`config.mk`:
```
export PLATFORM = sky130hd
export DESIGN_NAME = prba_div
export DESIGN_NICKNAME = d
export VERILOG_FILES = /design/src/hw/rtl/prba_pkg.sv /design/src/hw/rtl/prba_div.sv
export SDC_FILE = /design/constraint.sdc
export NUM_CORES = 1
export LEC_CHECK = 0
export BUFFER_PORTS_ARGS = -buffer_cell sky130_fd_sc_hd__buf_2
export CORE_ASPECT_RATIO = 1.1
export CORE_MARGIN = 2
export CORE_UTILIZATION = 40
export DETAILED_ROUTE_END_ITERATION = 6
export HOLD_SLACK_MARGIN = 0.06
export PLACE_DENSITY = 0.65
export SLEW_MARGIN = 10
export SYNTH_ARGS = -nofsm -noshare
export SYNTH_HDL_FRONTEND = slang
export SYNTH_SLANG_ARGS = --single-unit
```
`constraint.sdc`:
```
create_clock -name clk -period 3 [get_ports clk]
set_input_delay 0.45 -clock clk [delete_from_list [all_inputs] [get_ports clk]]
set_output_delay 0.45 -clock clk [all_outputs]
set_load 0.005 [all_outputs]
```
`src/hw/rtl/prba_pkg.sv`:
```
// Package for the pixel region bin averager: payload structs, sizes, codes.
// No dependencies; used by every module of the block.
`timescale 1ns / 1ps
package prba_pkg;
	localparam int RINGS       = 32;
	localparam int INNER_SKIP  = 10;
	localparam int MAX_SECTORS = 512;
	localparam int CELLS       = MAX_SECTORS * RINGS;
	localparam int AW          = $clog2(CELLS);
	localparam int SUM_W       = 33;
	localparam int CNT_W       = 25;
	localparam int SEC_W       = $clog2(MAX_SECTORS);
	localparam int RING_W      = $clog2(RINGS);
	localparam int BANDS       = (RINGS > INNER_SKIP) ? (RINGS - INNER_SKIP) : 1;
	// reciprocal of BANDS, exact for every 13-bit height when BANDS is at most 64
	localparam int BAND_SHIFT  = 20;
	localparam int BAND_RECIP  = ((1 << BAND_SHIFT) + BANDS - 1) / BANDS;

	localparam logic [1:0] REG_SECTORS = 2'd0;
	localparam logic [1:0] REG_HEIGHT  = 2'd1;
	localparam logic [1:0] REG_WIDTH   = 2'd2;

	localparam logic ACT_ACCUM = 1'b0;
	localparam logic ACT_READ  = 1'b1;

	typedef struct packed {
		logic        action;
		logic [11:0] col;
		logic [11:0] row;
		logic [7:0]  blue;
		logic [7:0]  green;
		logic [7:0]  red;
		logic [8:0]  sector_index;
		logic [4:0]  ring_index;
	} prba_in_t;

	typedef struct packed {
		logic [7:0] avg_blue;
		logic [7:0] avg_green;
		logic [7:0] avg_red;
	} prba_out_t;

	// one cell entry: three sums and the count
	typedef struct packed {
		logic [SUM_W-1:0] sb;
		logic [SUM_W-1:0] sg;
		logic [SUM_W-1:0] sr;
		logic [CNT_W-1:0] cnt;
	} prba_cell_t;
endpackage

```
`src/hw/rtl/prba_div.sv`:
```
// Shared restoring divider, one quotient bit per cycle, 33-bit dividend.
// Depends on prba_pkg for widths.
`timescale 1ns / 1ps
module prba_div import prba_pkg::*; (
	input  logic             clk,
	input  logic             arst_n,
	input  logic             go,
	input  logic [SUM_W-1:0] dividend,
	input  logic [CNT_W-1:0] divisor,
	output logic             done,
	output logic [SUM_W-1:0] quotient
);
	localparam int CW = $clog2(SUM_W + 1);
	logic [SUM_W-1:0] quo_q;
	logic [CNT_W-1:0] rem_q;
	logic [CNT_W-1:0] dvs_q;
	logic [CW-1:0]    left_q;
	logic             busy_q;
	logic [CNT_W:0]   trial;
	logic [CNT_W:0]   diff;

	assign trial    = {rem_q, quo_q[SUM_W-1]};
	assign diff     = trial - {1'b0, dvs_q};
	assign quotient = quo_q;

	// shift one bit in per cycle, restore when the trial goes negative
	always_ff @(posedge clk or negedge arst_n) begin
		if (!arst_n) begin
			busy_q <= 1'b0;
			done   <= 1'b0;
			left_q <= '0;
		end else begin
			done <= 1'b0;
			if (go) begin
				quo_q  <= dividend;
				rem_q  <= '0;
				dvs_q  <= divisor;
				left_q <= CW'(SUM_W);
				busy_q <= 1'b1;
			end else if (busy_q) begin
				if (!diff[CNT_W]) begin
					rem_q <= diff[CNT_W-1:0];
					quo_q <= {quo_q[SUM_W-2:0], 1'b1};
				end else begin
					rem_q <= trial[CNT_W-1:0];
					quo_q <= {quo_q[SUM_W-2:0], 1'b0};
				end
				left_q <= left_q - 1'b1;
				if (left_q == CW'(1)) begin
					busy_q <= 1'b0;
					done   <= 1'b1;
				end
			end
		end
	end
endmodule
```
* Word-level counts from Yosys, hierarchy flattened
Cells that the tools add are included.
** Storage, ports and cells
- Bits in registers :: 91
- Output and inout bits :: 34
- Logic and storage cells :: 25
** Operators by class
- $add $sub $neg :: 2
- Equal/unequal tests :: 1
- Multiplexer cells :: 13
- Reduce and logical (&&, ||, !) cells :: 3
** Operators with widths (number)
- $mux W33 :: 2
- $mux W25 :: 2
- $sub A26 B25 Y26 :: 1
- $mux W6 :: 2
- $mux W1 :: 7
- $eq A6 B1 Y1 const B :: 1
- $sub A6 B1 Y6 const B :: 1
- $reduce_and A2 Y1 :: 2
- $reduce_bool A2 Y1 :: 1

* Depth between registers and ports, before layout
- Word-level depth :: 4
- Depth in mapped cells :: 13

* Least setup slack after synthesis
OpenSTA, ideal clock, no wires.
- Kind :: input to register
- Start :: in go
- End :: reg quo_q[0] (netlist: quotient[0]), enable pin
- Library setup time :: 0.427 ns
- Arrival :: 2.386 ns
- Data required time :: 2.573 ns
- Path slack :: 0.188 ns
- Cell stages on the path :: 3
- Path buffers :: 1
- Cells stage by stage :: clkbuf_1 -> nor2_1 -> nor2b_1
** On the way
- Longest elaborated chain between the ends :: 2
** RTL lines
- from (decl) :: RTL line prba_div.sv:7 : input logic go,
- $reduce_bool A2 Y1 (no line)
- $reduce_and A2 Y1 (no line)
- to (signal assigned) :: RTL line prba_div.sv:35 : quo_q <= dividend;
- to (signal assigned) :: RTL line prba_div.sv:43 : quo_q <= {quo_q[SUM_W-2:0], 1'b1};
- to (signal assigned) :: RTL line prba_div.sv:46 : quo_q <= {quo_q[SUM_W-2:0], 1'b0};
- to (decl) :: RTL line prba_div.sv:14 : logic [SUM_W-1:0] quo_q;
No other way between the ends.
A chain may end at the register's enable or synchronous reset.

* Worst setup path after layout
- Start :: reg quo_q[32] (netlist: quotient[32])
- End :: reg rem_q[14] (data pin)
** On the way
- Longest elaborated chain between the ends :: 3
** RTL lines
- $sub A26 B25 Y26 :: RTL line prba_div.sv:23 : assign diff = trial - {1'b0, dvs_q};
- $mux W25 :: RTL line prba_div.sv:41 : if (!diff[CNT_W]) begin
- $mux W25 :: RTL line prba_div.sv:40 : end else if (busy_q) begin
- to (signal assigned) :: RTL line prba_div.sv:42 : rem_q <= diff[CNT_W-1:0];
- to (signal assigned) :: RTL line prba_div.sv:45 : rem_q <= trial[CNT_W-1:0];
- to (decl) :: RTL line prba_div.sv:15 : logic [CNT_W-1:0] rem_q;
No other way between the ends.

==> qor.txt <==
Status: finished clean
Proportion of layout cells with a drive suffix above 1: 30.83%
Seq/Total Area, Yosys: 49.73%
Power density over the cells: 762.4 nW/µm²
Setup crit start: quotient[32]
Largest net degree at the start of global routing: 34
Simple-gate portion of the synthesized area: 11.93%
Antenna diode count: 0
EDFF count, synth: 83
Post-route ant nets: 0
Metal-1 WL: 5336 µm
RSZ-0062 raised after global routing: yes
Unique cell type count in the Yosys netlist: 60
Setup TNS Final: 0 ps
Tmin final: 2853 ps
Global Route Usage Sum: 17.14%
Met3 wire len: 551 µm
Yosys warning count: 0
IO Pins: 95
Ys async rst share: 8.791%
Synth Area in XOR/XNOR: 4.044%
TritonCTS clock tree: yes
Vias in the first global route: 4168
Syn_nets: 570
Clock buffer depth: 2
Die footprint: 14480 µm²
Final HPWL DP: 8651 µm
Synth Area in Adders: 6.610%
Die width: 114.9 µm
Startpoint type of the worst setup path: flip-flop
Top Layer Used: met4
Final Cell Area: 6486 µm²
Drt first-iter violations: 275
Worst skew pair latency: 350 ps
Critical path type: flip-flop to flip-flop
Area grow syn2layout: 19.81%
Number of CTS-inserted buffers: 9
Clock power frac: 24.1%
Total number of vias: 4021
Chip Height: 126.0 µm
Fraction of the cycle the final worst path needs: 95.09%
DR vias/cell: 5.376
H-Tree Depth: 3
Mapped Cells: 481
First-pass DRT Iterations: 4
Slew Limit Fails: 0
Gpl congestion: 0.9049
Pint: 0.003198 W
Yosys reg bits: 91
Total power: 0.004945 W
Max capacitance violation total: 0
Endpoints failing setup: 0
Final worst setup slack: 147.2 ps
Worst Tran Pin Value: 764.9 ps
Pre-CTS WS: -131.7 ps
Logic pwr share: 38.7%
Post-Syn Area: 5414 µm²
Wirelength per Cell: 15.83 µm
Final WL: 11840 µm
Placed Area: 6122 µm²
Clk sinks: 91
CP arrival: 3020 ps
Pleak: 2.704 nW
Crit. End Element: flip-flop
DRC violations left: 0
Setup Skew: 6.820 ps
CTS clock-pin slew for the worst setup and hold paths: 70 ps
Compound-gate portion of the synthesized area: 13.52%
Gr ovfl total: 0
Sequential power share: 37.2%
Crit path max fanout: 3
Achievable clock frequency: 350.5 MHz
Hold Crit Class: input pin to flip-flop
VDD IR max: 0.3494 mV
Relative slew slack: 49.01%
Critical hold path startpoint: divisor[13]
Mapped Avg Cell Area: 11.26 µm²
First-pass GRT wire length: 19660 µm
Port Buffers: 94
# nets final: 671
Initial core utilization: 40.98%
Final hold violation count: 0
Core Region: 13210 µm²
Root buf cell: clkbuf_16
Initial antenna violation count: 0
Fraction of synthesized area in multiplexers: 9.822%
Row cnt: 44
Main combinational cell family by area after synthesis: compound AO/OA/AOI/OAI gates
RR Startpoint: quotient[32]
Worst EP required: 3170 ps
Post-layout util: 49.09%
Switching power total: 0.001747 W
Ys flop type: edfxtp_1
Switching share of power: 35.33%
Met2 wire len: 5754 µm
[synthesized netlist by cell type (2+ instances only)]
| library cell | instances | area [µm²] |
|---|---|---|
| a21oi_2 | 3 | 26.28 |
| nor3_1 | 9 | 45.04 |
| a21o_1 | 11 | 82.58 |
| edfxtp_1 | 83 | 2492 |
| o21ai_0 | 8 | 40.04 |
| buf_6 | 2 | 22.52 |
| o31ai_1 | 4 | 30.03 |
| clkbuf_1 | 12 | 45.04 |
| a311oi_2 | 2 | 30.03 |
| nand4_1 | 4 | 25.02 |
| nand2b_1 | 6 | 37.54 |
| inv_1 | 31 | 116.4 |
| dfrtp_1 | 8 | 200.2 |
| nor2b_1 | 8 | 50.05 |
| nand3_1 | 12 | 60.06 |
| o2111ai_2 | 2 | 30.03 |
| nand2_1 | 40 | 150.1 |
| nor2_1 | 33 | 123.9 |
| o31a_1 | 2 | 17.52 |
| mux2_2 | 32 | 360.4 |
| and3_1 | 3 | 18.77 |
| o311ai_1 | 2 | 17.52 |
| mux2i_1 | 16 | 160.2 |
| xor2_1 | 10 | 87.58 |
| ha_1 | 27 | 337.8 |
| buf_2 | 4 | 20.02 |
| a2111oi_0 | 2 | 17.52 |
| buf_1 | 3 | 11.26 |
| o211ai_1 | 4 | 30.03 |
| nor4_1 | 2 | 12.51 |
| a211oi_1 | 20 | 150.1 |
| and2_1 | 6 | 37.54 |
| a21oi_1 | 26 | 130.1 |
| o21ai_1 | 2 | 10.01 |
| o21a_1 | 2 | 15.01 |
| a41oi_1 | 2 | 17.52 |
| xnor2_1 | 15 | 131.4 |
[timing repair]
item / CTS / global route
hold buffers: 0 / 0
endpoints found under the setup margin: 4 / 15
pin swaps: 0 / 3
gates resized for setup: 3 / 7
setup buffers: 0 / 0
[kinds of logic (layout without fill, tap and decap cells)]
family / count (synthesis) / after routing
muxes: 49 / 49
buffers and inverters: 53 / 159
xor gates and xnor gates: 25 / 25
AOI/OAI and AO/OA: 102 / 102
and+or+nand+nor: 133 / 133
DFF: 91 / 91
adders and majority gates: 28 / 28
[cells in the final DEF (no fill, tap or decap), types with 20 or more instances in the layout]
cell type / count
mux2_2: 32
ha_1: 26
nand2_1: 40
a211oi_1: 20
buf_2: 94
edfxtp_1: 83
a21oi_1: 26
inv_1: 31
nor2_1: 33
[power by group through the flow]
stage / Sequential [W] / Clock [W] / Combinational [W]
2_1_floorplan: 0.00181 / 0 / 0.00147
3_3_place_gp: 0.00185 / 0 / 0.00181
3_5_place_dp: 0.00186 / 0 / 0.00187
4_1_cts: 0.00184 / 0.00123 / 0.00188
5_1_grt: 0.00187 / 0.00126 / 0.00213
6_report: 0.00184 / 0.00119 / 0.00191
[metal layers]
layer | GRT usage, % | vias up
li1 | - | 1985
met1 | 21.58 | 1929
met2 | 27.72 | 92
met3 | 4.235 | 15
met4 | 7.796 | 0
met5 | 0 | -
[sequential cells by signal (all words and copies together) (netlist names)]
| name | cells |
|---|---|
| rem_q | 25 |
| dvs_q | 25 |
| quotient | 33 |
| done | 1 |
| left_q | 6 |
| busy_q | 1 |
[worst max-delay path, cell delays in order (launching register included)]
cell      delay (ps)
edfxtp_1         390
inv_1             70
ha_1             190
fa_1             230
nand2b_1         150
a21oi_1          100
buf_4            140
nor3_1           440
o21ai_2          140
a41oi_1          290
xnor2_1          160
mux2i_1          100
a211oi_1         280
[final timing paths]
path / to / slack, ps / cells past startpoint
worst min-delay path: dvs_q[13] / 270 / 1
worst max-delay path: rem_q[14] / 150 / 12
min in group asynchronous: left_q[4] / 400 / 2
worst min register to register: left_q[5] / 520 / 2
worst max register to register: rem_q[14] / 150 / 12
max in group asynchronous: busy_q / 2370 / 2
[per-stage QoR]
stage | hold WS [ps] | instances
2_1_floorplan | 154.4 | 481
3_3_place_gp | 498.5 | 732
3_5_place_dp | 511.0 | 732
4_1_cts | 257.5 | 748
5_1_grt | 263.4 | 748
6_report | 268.5 | 748
[cell type report]
cell class,count,area [µm²]
Fill cell,1217,6726
Tap cell,161,201.4
Clock buffer,9,225.2
Multi-Input combinational cell,337,2541
Timing Repair Buffer,112,621.8
Clock inverter,7,87.58
Sequential cell,91,2693
Inverter,31,116.4
Note: power is estimated with default switching activity, not from simulation.
